[src/rtl/core/fba_pkg.sv]
// Shared types, sizes, request codes and the ffz helper function for the frame bitmap allocator.
// It depends on nothing else. Every other file in rtl/core but fba_ram imports it.
package fba_pkg;

  localparam int NUM_FRAMES = 1048576;
  localparam int WORD_BITS  = 32;
  localparam int FRAME_W    = $clog2(NUM_FRAMES);
  localparam int COUNT_W    = FRAME_W + 1;
  localparam int BIT_W      = $clog2(WORD_BITS);

  // Summary hierarchy: L0 bitmap words, L1 full flags per L0 word,
  // L2 full flags per L1 word, L3 full flags per L2 word.
  localparam int L0_DEPTH = NUM_FRAMES / WORD_BITS;
  localparam int L1_DEPTH = L0_DEPTH / WORD_BITS;
  localparam int L2_DEPTH = L1_DEPTH / WORD_BITS;
  localparam int L0_AW    = $clog2(L0_DEPTH);
  localparam int L1_AW    = $clog2(L1_DEPTH);
  localparam int L2_AW    = $clog2(L2_DEPTH);

  typedef logic [WORD_BITS-1:0] word_t;
  typedef logic [FRAME_W-1:0]   frame_t;
  typedef logic [COUNT_W-1:0]   count_t;
  typedef logic [1:0]           req_t;

  localparam req_t REQ_ALLOC = 2'd0;
  localparam req_t REQ_MARK  = 2'd1;
  localparam req_t REQ_FREE  = 2'd2;
  localparam req_t REQ_QUERY = 2'd3;

  localparam logic STATUS_OK  = 1'b0;
  localparam logic STATUS_OOF = 1'b1;

  localparam count_t TOTAL_RESET = count_t'(NUM_FRAMES);
  localparam count_t COUNT_MAX   = '1;

  typedef struct packed {
    logic              we;
    logic [L0_AW-1:0]  waddr;
    word_t             wdata;
    logic              re;
    logic [L0_AW-1:0]  raddr;
  } l0_req_t;

  typedef struct packed {
    logic              we;
    logic [L1_AW-1:0]  waddr;
    word_t             wdata;
    logic              re;
    logic [L1_AW-1:0]  raddr;
  } l1_req_t;

  // lowest clear bit of a word; all ones returns the top index
  function automatic logic [BIT_W-1:0] ffz(input word_t w);
    logic [BIT_W-1:0] idx;
    idx = '1;
    for (int i = WORD_BITS - 1; i >= 0; i--) begin
      if (!w[i]) idx = BIT_W'(i);
    end
    return idx;
  endfunction

endpackage

[src/rtl/core/fba_if.sv]
// Request and response channel interfaces for the frame bitmap allocator.
// Depends on fba_pkg for the payload types.
interface fba_req_if;
  import fba_pkg::*;
  logic   valid;
  logic   ready;
  req_t   req_type;
  frame_t frame_number;

  modport source (output valid, req_type, frame_number, input ready);
  modport sink   (input valid, req_type, frame_number, output ready);
endinterface

interface fba_rsp_if;
  import fba_pkg::*;
  logic   valid;
  logic   ready;
  frame_t result_frame;
  logic   was_used;
  logic   status;
  count_t used_frames;

  modport source (output valid, result_frame, was_used, status, used_frames, input ready);
  modport sink   (input valid, result_frame, was_used, status, used_frames, output ready);
endinterface

[src/rtl/core/fba_ctrl.sv]
// Request sequencer: clearing pass, summary flags, read-modify-write of the
// bitmap and full-flag RAMs, used counter and output register. Uses fba_pkg, fba_if.
module fba_ctrl (
  input  logic                   clk,
  input  logic                   rst_n,
  input  logic                   cfg_we,
  input  fba_pkg::count_t        cfg_wdata,
  fba_req_if.sink                in_req,
  fba_rsp_if.source              out_rsp,
  output fba_pkg::l0_req_t       l0_req,
  input  fba_pkg::word_t         l0_rdata,
  output fba_pkg::l1_req_t       l1_req,
  input  fba_pkg::word_t         l1_rdata
);
  import fba_pkg::*;

  localparam logic [1:0] ST_CLR   = 2'd0;
  localparam logic [1:0] ST_IDLE  = 2'd1;
  localparam logic [1:0] ST_FETCH = 2'd2;
  localparam logic [1:0] ST_UPD   = 2'd3;

  logic [1:0]       state_r, state_nxt;
  logic [L0_AW-1:0] clr_cnt_r, clr_cnt_nxt;
  frame_t           frm_r, frm_nxt;
  req_t             req_r, req_nxt;
  logic             oof_r, oof_nxt;
  count_t           total_r;
  count_t           used_r, used_nxt;
  word_t            l3_r;
  word_t            l2_r [L2_DEPTH];

  logic             out_valid_r, out_valid_nxt;
  frame_t           out_frame_r;
  logic             out_was_r;
  logic             out_status_r;
  count_t           out_used_r;

  logic             out_free, accept, commit;
  logic [BIT_W-1:0] i2_alloc, b2_alloc, bsel;
  logic             l3_full;
  frame_t           f;
  logic             was, set_op, clr_op, is_alloc, in_range, alloc_fail, changed;
  word_t            m0, m1, m2, m3, l0_new, l1_new, l2_cur, l2_new;
  logic [L2_AW-1:0] l2i;
  logic             l1_we, l2_we, l3_we;

  assign out_free = !out_valid_r || out_rsp.ready;
  assign in_req.ready = (state_r == ST_IDLE);
  assign accept = in_req.valid && in_req.ready;
  assign commit = (state_r == ST_UPD) && out_free;

  assign l3_full  = &l3_r;
  assign i2_alloc = ffz(l3_r);
  assign b2_alloc = ffz(l2_r[i2_alloc]);

  // update step, works on held RAM read data
  always_comb begin
    is_alloc   = (req_r == REQ_ALLOC);
    set_op     = (req_r == REQ_ALLOC) || (req_r == REQ_MARK);
    clr_op     = (req_r == REQ_FREE);
    bsel       = is_alloc ? ffz(l0_rdata) : frm_r[BIT_W-1:0];
    f          = {frm_r[FRAME_W-1:BIT_W], bsel};
    was        = l0_rdata[bsel];
    in_range   = {1'b0, f} < total_r;
    alloc_fail = oof_r || (is_alloc && !in_range);
    changed    = !alloc_fail && ((set_op && !was) || (clr_op && was));
    m0         = word_t'(1) << bsel;
    m1         = word_t'(1) << f[2*BIT_W-1:BIT_W];
    m2         = word_t'(1) << f[3*BIT_W-1:2*BIT_W];
    m3         = word_t'(1) << f[FRAME_W-1:3*BIT_W];
    l2i        = f[FRAME_W-1:FRAME_W-L2_AW];
    l2_cur     = l2_r[l2i];
    l0_new     = set_op ? (l0_rdata | m0) : (l0_rdata & ~m0);
    l1_new     = set_op ? (l1_rdata | m1) : (l1_rdata & ~m1);
    l2_new     = set_op ? (l2_cur | m2) : (l2_cur & ~m2);
    l1_we      = commit && changed && (clr_op || (&l0_new));
    l2_we      = commit && changed && (clr_op || ((&l0_new) && (&l1_new)));
    l3_we      = commit && changed && (clr_op || ((&l0_new) && (&l1_new) && (&l2_new)));
    used_nxt   = used_r;
    if (changed && in_range) begin
      if (set_op) begin
        if (used_r != COUNT_MAX) used_nxt = used_r + count_t'(1);
      end else begin
        if (used_r != '0) used_nxt = used_r - count_t'(1);
      end
    end
  end

  // RAM requests
  always_comb begin
    l0_req = '0;
    l1_req = '0;
    if (state_r == ST_CLR) begin
      l0_req.we    = 1'b1;
      l0_req.waddr = clr_cnt_r;
      l1_req.we    = (clr_cnt_r[L0_AW-1:L1_AW] == '0);
      l1_req.waddr = clr_cnt_r[L1_AW-1:0];
    end else begin
      l0_req.we    = commit && changed;
      l0_req.waddr = f[FRAME_W-1:BIT_W];
      l0_req.wdata = l0_new;
      l1_req.we    = l1_we;
      l1_req.waddr = f[FRAME_W-1:2*BIT_W];
      l1_req.wdata = l1_new;
    end
    if (accept) begin
      if (in_req.req_type == REQ_ALLOC) begin
        l1_req.re    = !l3_full;
        l1_req.raddr = {i2_alloc, b2_alloc};
      end else begin
        l0_req.re    = 1'b1;
        l0_req.raddr = in_req.frame_number[FRAME_W-1:BIT_W];
        l1_req.re    = 1'b1;
        l1_req.raddr = in_req.frame_number[FRAME_W-1:2*BIT_W];
      end
    end else if (state_r == ST_FETCH) begin
      l0_req.re    = 1'b1;
      l0_req.raddr = {frm_r[FRAME_W-1:2*BIT_W], ffz(l1_rdata)};
    end
  end

  always_comb begin
    state_nxt     = state_r;
    clr_cnt_nxt   = clr_cnt_r;
    frm_nxt       = frm_r;
    req_nxt       = req_r;
    oof_nxt       = oof_r;
    out_valid_nxt = out_valid_r && !out_rsp.ready;
    unique case (state_r)
      ST_CLR: begin
        clr_cnt_nxt = clr_cnt_r + 1'b1;
        if (&clr_cnt_r) state_nxt = ST_IDLE;
      end
      ST_IDLE: begin
        if (accept) begin
          req_nxt = in_req.req_type;
          if (in_req.req_type == REQ_ALLOC) begin
            frm_nxt   = {i2_alloc, b2_alloc, {(2*BIT_W){1'b0}}};
            oof_nxt   = l3_full;
            state_nxt = l3_full ? ST_UPD : ST_FETCH;
          end else begin
            frm_nxt   = in_req.frame_number;
            oof_nxt   = 1'b0;
            state_nxt = ST_UPD;
          end
        end
      end
      ST_FETCH: begin
        frm_nxt   = {frm_r[FRAME_W-1:2*BIT_W], ffz(l1_rdata), frm_r[BIT_W-1:0]};
        state_nxt = ST_UPD;
      end
      ST_UPD: begin
        if (out_free) begin
          out_valid_nxt = 1'b1;
          state_nxt     = ST_IDLE;
        end
      end
      default: state_nxt = ST_CLR;
    endcase
  end

  always_ff @(posedge clk) begin
    if (!rst_n) begin
      state_r     <= ST_CLR;
      clr_cnt_r   <= '0;
      oof_r       <= 1'b0;
      out_valid_r <= 1'b0;
      used_r      <= '0;
      total_r     <= TOTAL_RESET;
      l3_r        <= '0;
    end else begin
      state_r     <= state_nxt;
      clr_cnt_r   <= clr_cnt_nxt;
      oof_r       <= oof_nxt;
      out_valid_r <= out_valid_nxt;
      if (commit) used_r <= used_nxt;
      if (cfg_we) total_r <= cfg_wdata;
      if (l3_we) l3_r <= set_op ? (l3_r | m3) : (l3_r & ~m3);
    end
  end

  always_ff @(posedge clk) begin
    if (!rst_n) begin
      for (int i = 0; i < L2_DEPTH; i++) l2_r[i] <= '0;
    end else if (l2_we) begin
      l2_r[l2i] <= l2_new;
    end
  end

  always_ff @(posedge clk) begin
    frm_r <= frm_nxt;
    req_r <= req_nxt;
    if (commit) begin
      out_frame_r  <= alloc_fail ? '0 : f;
      out_was_r    <= alloc_fail ? 1'b0 : was;
      out_status_r <= alloc_fail ? STATUS_OOF : STATUS_OK;
      out_used_r   <= used_nxt;
    end
  end

  assign out_rsp.valid        = out_valid_r;
  assign out_rsp.result_frame = out_frame_r;
  assign out_rsp.was_used     = out_was_r;
  assign out_rsp.status       = out_status_r;
  assign out_rsp.used_frames  = out_used_r;

endmodule

[src/flat_wrapper.sv]
// flat-port wrapper written by rule: the top's interface ports become plain ports
module fba_ctrl_flat import fba_pkg::*;
  (clk, rst_n, cfg_we, cfg_wdata, l0_req, l0_rdata, l1_req, l1_rdata, in_req_valid, in_req_req_type, in_req_frame_number, in_req_ready, out_rsp_valid, out_rsp_result_frame, out_rsp_was_used, out_rsp_status, out_rsp_used_frames, out_rsp_ready);
  fba_req_if in_req_i ();
  fba_rsp_if out_rsp_i ();
  input  logic clk;
  input  logic rst_n;
  input  logic cfg_we;
  input  fba_pkg::count_t cfg_wdata;
  output fba_pkg::l0_req_t l0_req;
  input  fba_pkg::word_t l0_rdata;
  output fba_pkg::l1_req_t l1_req;
  input  fba_pkg::word_t l1_rdata;
  input wire logic [$bits(in_req_i.valid)-1:0] in_req_valid;
  input wire logic [$bits(in_req_i.req_type)-1:0] in_req_req_type;
  input wire logic [$bits(in_req_i.frame_number)-1:0] in_req_frame_number;
  output wire logic [$bits(in_req_i.ready)-1:0] in_req_ready;
  output wire logic [$bits(out_rsp_i.valid)-1:0] out_rsp_valid;
  output wire logic [$bits(out_rsp_i.result_frame)-1:0] out_rsp_result_frame;
  output wire logic [$bits(out_rsp_i.was_used)-1:0] out_rsp_was_used;
  output wire logic [$bits(out_rsp_i.status)-1:0] out_rsp_status;
  output wire logic [$bits(out_rsp_i.used_frames)-1:0] out_rsp_used_frames;
  input wire logic [$bits(out_rsp_i.ready)-1:0] out_rsp_ready;
  assign in_req_i.valid = in_req_valid;
  assign in_req_i.req_type = in_req_req_type;
  assign in_req_i.frame_number = in_req_frame_number;
  assign in_req_ready = in_req_i.ready;
  assign out_rsp_valid = out_rsp_i.valid;
  assign out_rsp_result_frame = out_rsp_i.result_frame;
  assign out_rsp_was_used = out_rsp_i.was_used;
  assign out_rsp_status = out_rsp_i.status;
  assign out_rsp_used_frames = out_rsp_i.used_frames;
  assign out_rsp_i.ready = out_rsp_ready;
  fba_ctrl u_core (.clk(clk), .rst_n(rst_n), .cfg_we(cfg_we), .cfg_wdata(cfg_wdata), .in_req(in_req_i), .out_rsp(out_rsp_i), .l0_req(l0_req), .l0_rdata(l0_rdata), .l1_req(l1_req), .l1_rdata(l1_rdata));
endmodule
[config.mk]
export PLATFORM = sky130hd
export DESIGN_NAME = fba_ctrl_flat
export DESIGN_NICKNAME = d
export VERILOG_FILES = /design/src/rtl/core/fba_pkg.sv /design/src/rtl/core/fba_if.sv /design/src/rtl/core/fba_ctrl.sv /design/src/flat_wrapper.sv
export SDC_FILE = /design/constraint.sdc
export NUM_CORES = 2
export LEC_CHECK = 0
export BUFFER_PORTS_ARGS = -buffer_cell sky130_fd_sc_hd__buf_2
export CAP_MARGIN = 20
export CORE_MARGIN = 10
export CORE_UTILIZATION = 45
export DETAILED_ROUTE_END_ITERATION = 12
export PLACE_DENSITY = 0.65
export SLEW_MARGIN = 10
export SYNTH_ARGS = -nofsm -noshare
export SYNTH_HDL_FRONTEND = slang
export SYNTH_SLANG_ARGS = --single-unit
[constraint.sdc]
create_clock -name clk -period 10.5 [get_ports clk]
set_input_delay 2.1 -clock clk [delete_from_list [all_inputs] [get_ports clk]]
set_output_delay 2.1 -clock clk [all_outputs]
set_load 0.02 [all_outputs]
# Word level (Yosys, flattened, before mapping)
# Memory sizes are Yosys's and may differ from the RTL's. A register that Yosys moved wholly into a read port is not among the register bits.
# Index checks and enable logic that the tools add are counted.
dict set report word_totals {
  ram_bits 1024
  memories 1
  ff_bits 158
  input_bits 112
  output_inout_bits 163
  wordCells 254
}
dict set report classes {
  n_eq_ne 9
  n_addsub 3
  reduce_logical 43
  magnitude_cmp 2
  bitwise 13
  mux 165
  shift 4
}
# memory depth word_bits rd rd_ports_with_merged_regs write_ports line
set memory_table {}
lappend memory_table {u_core.l2_r 32 32 2 1 32 fba_ctrl.sv:30} ;# word_t l2_r [L2_DEPTH];
# operator n
set op_table {}
lappend op_table {{2-to-1 mux 5 bit} 67}
lappend op_table {{2-to-1 mux 32 bit} 7}
lappend op_table {{AND 32 bit} 4}
lappend op_table {{2-to-1 mux 4 bit} 32}
lappend op_table {{NOT 32 bit} 4}
lappend op_table {{bitwise OR 32 bit} 4}
lappend op_table {{AND reduction 32 bit} 4}
lappend op_table {{left shift 1 x 5 -> 32 bit (first input constant)} 4}
lappend op_table {{2-to-1 mux 21 bit} 4}
lappend op_table {{2-to-1 mux 16 bit} 4}
lappend op_table {{2-to-1 mux 3 bit} 16}
lappend op_table {{2-to-1 mux 20 bit} 2}
lappend op_table {{one-hot mux 20 bit (2 select lines)} 1}
lappend op_table {{2-to-1 mux 11 bit} 3}
lappend op_table {{OR reduction 32 bit} 1}
lappend op_table {{2-to-1 mux 2 bit} 12}
lappend op_table {{adder 21 x 1 -> 21 bit (second input constant)} 1}
lappend op_table {{less-than comparator 20 x 21 -> 1 bit} 1}
lappend op_table {{!= test 21 bit (second input constant)} 1}
lappend op_table {{nonzero test 21 bit} 1}
lappend op_table {{subtractor 21 x 1 -> 21 bit (second input constant)} 1}
lappend op_table {{adder 15 x 1 -> 15 bit (second input constant)} 1}
lappend op_table {{2-to-1 mux 1 bit} 15}
lappend op_table {{AND reduction 15 bit} 1}
lappend op_table {{other kinds (16)} 48}

# Longest topological paths before layout
# An unclocked memory read counts as a cell.
dict set report depth {
  word_depth 67
  mapped_depth 21
  depth_no_buf 18
}

# Worst setup path before layout
# Ideal clock, no wire load.
dict set report synth_path {
  path_kind {input to register}
  start {input port l0_rdata[5]}
  end {memory u_core.l2_r[0][0] (netlist name), enable pin}
  t_required_ps 10034
  arrival_ps 7560
  path_stages 19
  path_slack_ps 2474
  setup_ps 466
  path_cell_list {nand2_1 nor3_2 nand4_1 o2bb2ai_2 nor2_8 inv_2 ha_1 o21a_1 o21ai_0 a221oi_1 o311ai_0 nor2b_1 inv_1 nor2_1 o21ai_1 clkbuf_1 nor2_1 nand3_1 o21ai_0}
}
# item line
set synth_rtl {}
lappend synth_rtl {{start: declaration} flat_wrapper.sv:11} ;# input fba_pkg::word_t l0_rdata;
lappend synth_rtl {{end: declaration} fba_ctrl.sv:30}

==> impl_metrics.toml <==
[timing]
tightest_slew_ns = 1.237
hold_ws_ns = 0.4836
worst_slack_ns = 1.090
finalSetupTns_ns = 0
slew_headroom_pct = 17.23
finalClockSkew_ns = 0.03742
setup_viol = 0
period_needed_ns = 9.410
fin_crit_sh_pct = 89.62
slew_violations = 0
fmaxAchievable_mhz = 106.3
hold_viol_final = 0
rsz0062_at_grt = "no"

[route]
ant_nets = 0
post_drt_wl_per_cell_um = 35.03
dr.pass1.iters = 8
wl_mm = 289.3
wl_met3_mm = 44.62
initialDrtViolationCount = 9725
wl_met1_mm = 97.23
met2_length_mm = 125.6
vias_per_cell = 7.073
vias = 58419
dr.max_layer_used = "met5"
drc = 0

[floorplan]
dieWidth_um = 404.6
die-area_um2 = 163700
rows = 141
initial_core_util_pct = 45.19
core-area_um2 = 147300
fp.dieH_um = 404.6
pin_count = 275

[layout]
fin_area_um2 = 74610
drive_gt1_share_pct = 18.67
n_fill_cell = 12981
stdcell_count = 8259
nNetsFinal = 6349
post-route-util_pct = 50.65
area_growth_pct = 12.09

[synthesis]
ys_warn_count = 0
synth_seq_area_share_pct = 52.08
syn_avg_cell_area_um2 = 10.72
synth_area_leaders = "edfxtp_1 49%, mux4_2 11%, nor2_1 7.3%, nand2_1 3.0%, dfxtp_1 2.9%"
synth_flop_cell = "edfxtp_1"
ys_top_cells_by_count = "1295 x nor2_1, 1089 x edfxtp_1, 535 x nand2_1"
yosysUniqueCellTypes = 96
ys_async_sr_fraction_pct = 0
netlist_instances = 6208
synth_area_um2 = 66560
yosysTopAreaCell = "edfxtp_1"
synth-edff-count = 1089
synth.most_common_cell = "nor2_1"
synth_top_area_share_pct = 49.13
ys_seq_elements = 1187
syn_nets = 6347

[clock_network]
root_buffer = "clkbuf_16"
cts.sinks = 1187
insertion_delay_ns = 0.81
cts_buffers = 134
clockBufferDepth = 3
postCtsHoldBufs = 0
tritoncts = "built"
clk_pin_slew_ns = 0.06
htreeDepth = 4
cts_resized = 0
cts_setup_buffers = 0

[global_routing]
grt_overflow = 0
grt_usage_pct = 34.09
grt_pass1_vias = 55013
grt_pass1_wl_mm = 403.8
grt_max_degree = 117
antenna_found_initial = 16

[power_and_ir_drop]
p_leak_nw = 26.53
p_total_mw = 13.92
power_density_nw_per_um2 = 186.6
ir_drop_v = 0.0001802

[placed_design]
numPortBuffers = 274
place_ws_ns = 1.681
place.gp.congestion = 1.096
post-dp-hpwl_mm = 181.6
placedInstanceArea_um2 = 70230
placed_cells = 7997

[run]
cap_violations = 0

[run_status]
status = "finished clean"

[setup_path]
path_class = "flop to primary output"
cp.arrival_ns = 7.31
critPathLaunchType = "flop"
worst_ep_required_time_ns = 8.40
worst_setup_path_end_kind = "primary output"
critPathMaxFanout = 100

[hold_path]
hp-class = "flop to flop"
routing by layer:
layer  track usage [%]  vias up
met5            0.3800        -
met4             21.96       16
met3             12.82     1094
met2             50.83     5298
met1             41.41    28637
li1                  -    23374
flip-flops by register name, summed over array words and instances, names as in the netlist, named ones only:
name,flops
u_core.l2_r,1024
u_core.out_rsp.used_frames,21
u_core.total_r,21
u_core.used_r,21
u_core.frm_r,20
u_core.out_rsp.result_frame,20
u_core.clr_cnt_r,15
u_core.req_r,2
u_core.state_r,2
u_core.oof_r,1
u_core.out_rsp.status,1
u_core.out_rsp.valid,1
u_core.out_rsp.was_used,1
kinds of logic after synthesis:
kind of cell	synth area share, %
fa+ha+maj	0.5075
xor+xnor	0.6184
mux	13.04
simple gates	17.38
buf+inv	4.071
flops	52.08
compound gates	12.31
path summary, 6_finish.rpt:
| check | slack, ns | from | to | cells after the start |
|---|---|---|---|---|
| worst max-delay path | 1.09 | flop | l1_req[3] | 15 |
| worst min-delay path | 0.48 | u_core.total_r[20]$_SDFFE_PN1P_ | u_core.total_r[20]$_SDFFE_PN1P_ | 2 |
| worst max register to register | 3.12 | u_core.req_r[0]$_DFFE_PP_ | u_core.l2_r[27][31]$_SDFFCE_PN0P_ | 21 |
| worst min register to register | 0.48 | u_core.total_r[20]$_SDFFE_PN1P_ | u_core.total_r[20]$_SDFFE_PN1P_ | 2 |
cells in the final DEF (no fill, tap or decap), types with 27 or more instances in the layout:
cell type  synthesis  layout
mux2i_1          108     108
a21oi_1          173     165
o22a_1            29      29
clkinv_1           1      27
dfxtp_1           98      93
nor3_1            74      70
mux4_2           332     332
clkinv_2           0      28
buf_4              7     184
clkbuf_16          0     140
nand2b_1          33      33
a22oi_1           39      39
a31oi_1          103     101
o22ai_1           42      42
and3_1           195     195
nand3_1          221     220
buf_2            109     274
or3_1             51      51
o21ai_4            0      35
nand4_1           68      68
xor2_1            29      29
nand2_2            4      32
nand2_1          535     505
a211oi_1         216     216
nor2_1          1295    1291
o21ai_0          269     236
inv_1             62      60
a311oi_1          43      43
edfxtp_1        1089    1089
o211ai_1          29      29
worst max-delay path, stage by stage (launching register included):
cell and delay (ns):
dfxtp_1 0.44, nand3_1 0.16, a2111oi_1 0.73, o21ai_4 0.43, nand2_8 0.75, buf_12 0.42
buf_4 0.43, nor2_1 0.06, or3_1 0.35, a21oi_1 0.27, nand4_1 0.46, nor3_1 0.56
o311ai_0 0.49, a41o_1 0.39, and2_1 0.15, buf_2 0.20
layout make-up:
type                            count  area, um2  share of cell area (%)
Clock inverter                     72      545.5                  0.7312
Clock buffer                      170       3656                   4.900
Sequential cell                  1187      34680                   46.48
Inverter                           65      246.5                  0.3304
Antenna cell                       13      32.53                 0.04360
Timing Repair Buffer              479       3187                   4.271
Multi-Input combinational cell   4343      29850                   40.01
Tap cell                         1930       2415                   3.237
power by group:
part / switching (mW) / leakage [nW] / internal [mW] / total [mW]
logic: 2.61 / 12.5 / 1.18 / 3.79
clock network: 2.03 / 2.07 / 2.59 / 4.62
registers: 0.183 / 11.9 / 5.33 / 5.51
total: 4.82 / 26.5 / 9.10 / 13.9
(Power assumes the default switching activity.)
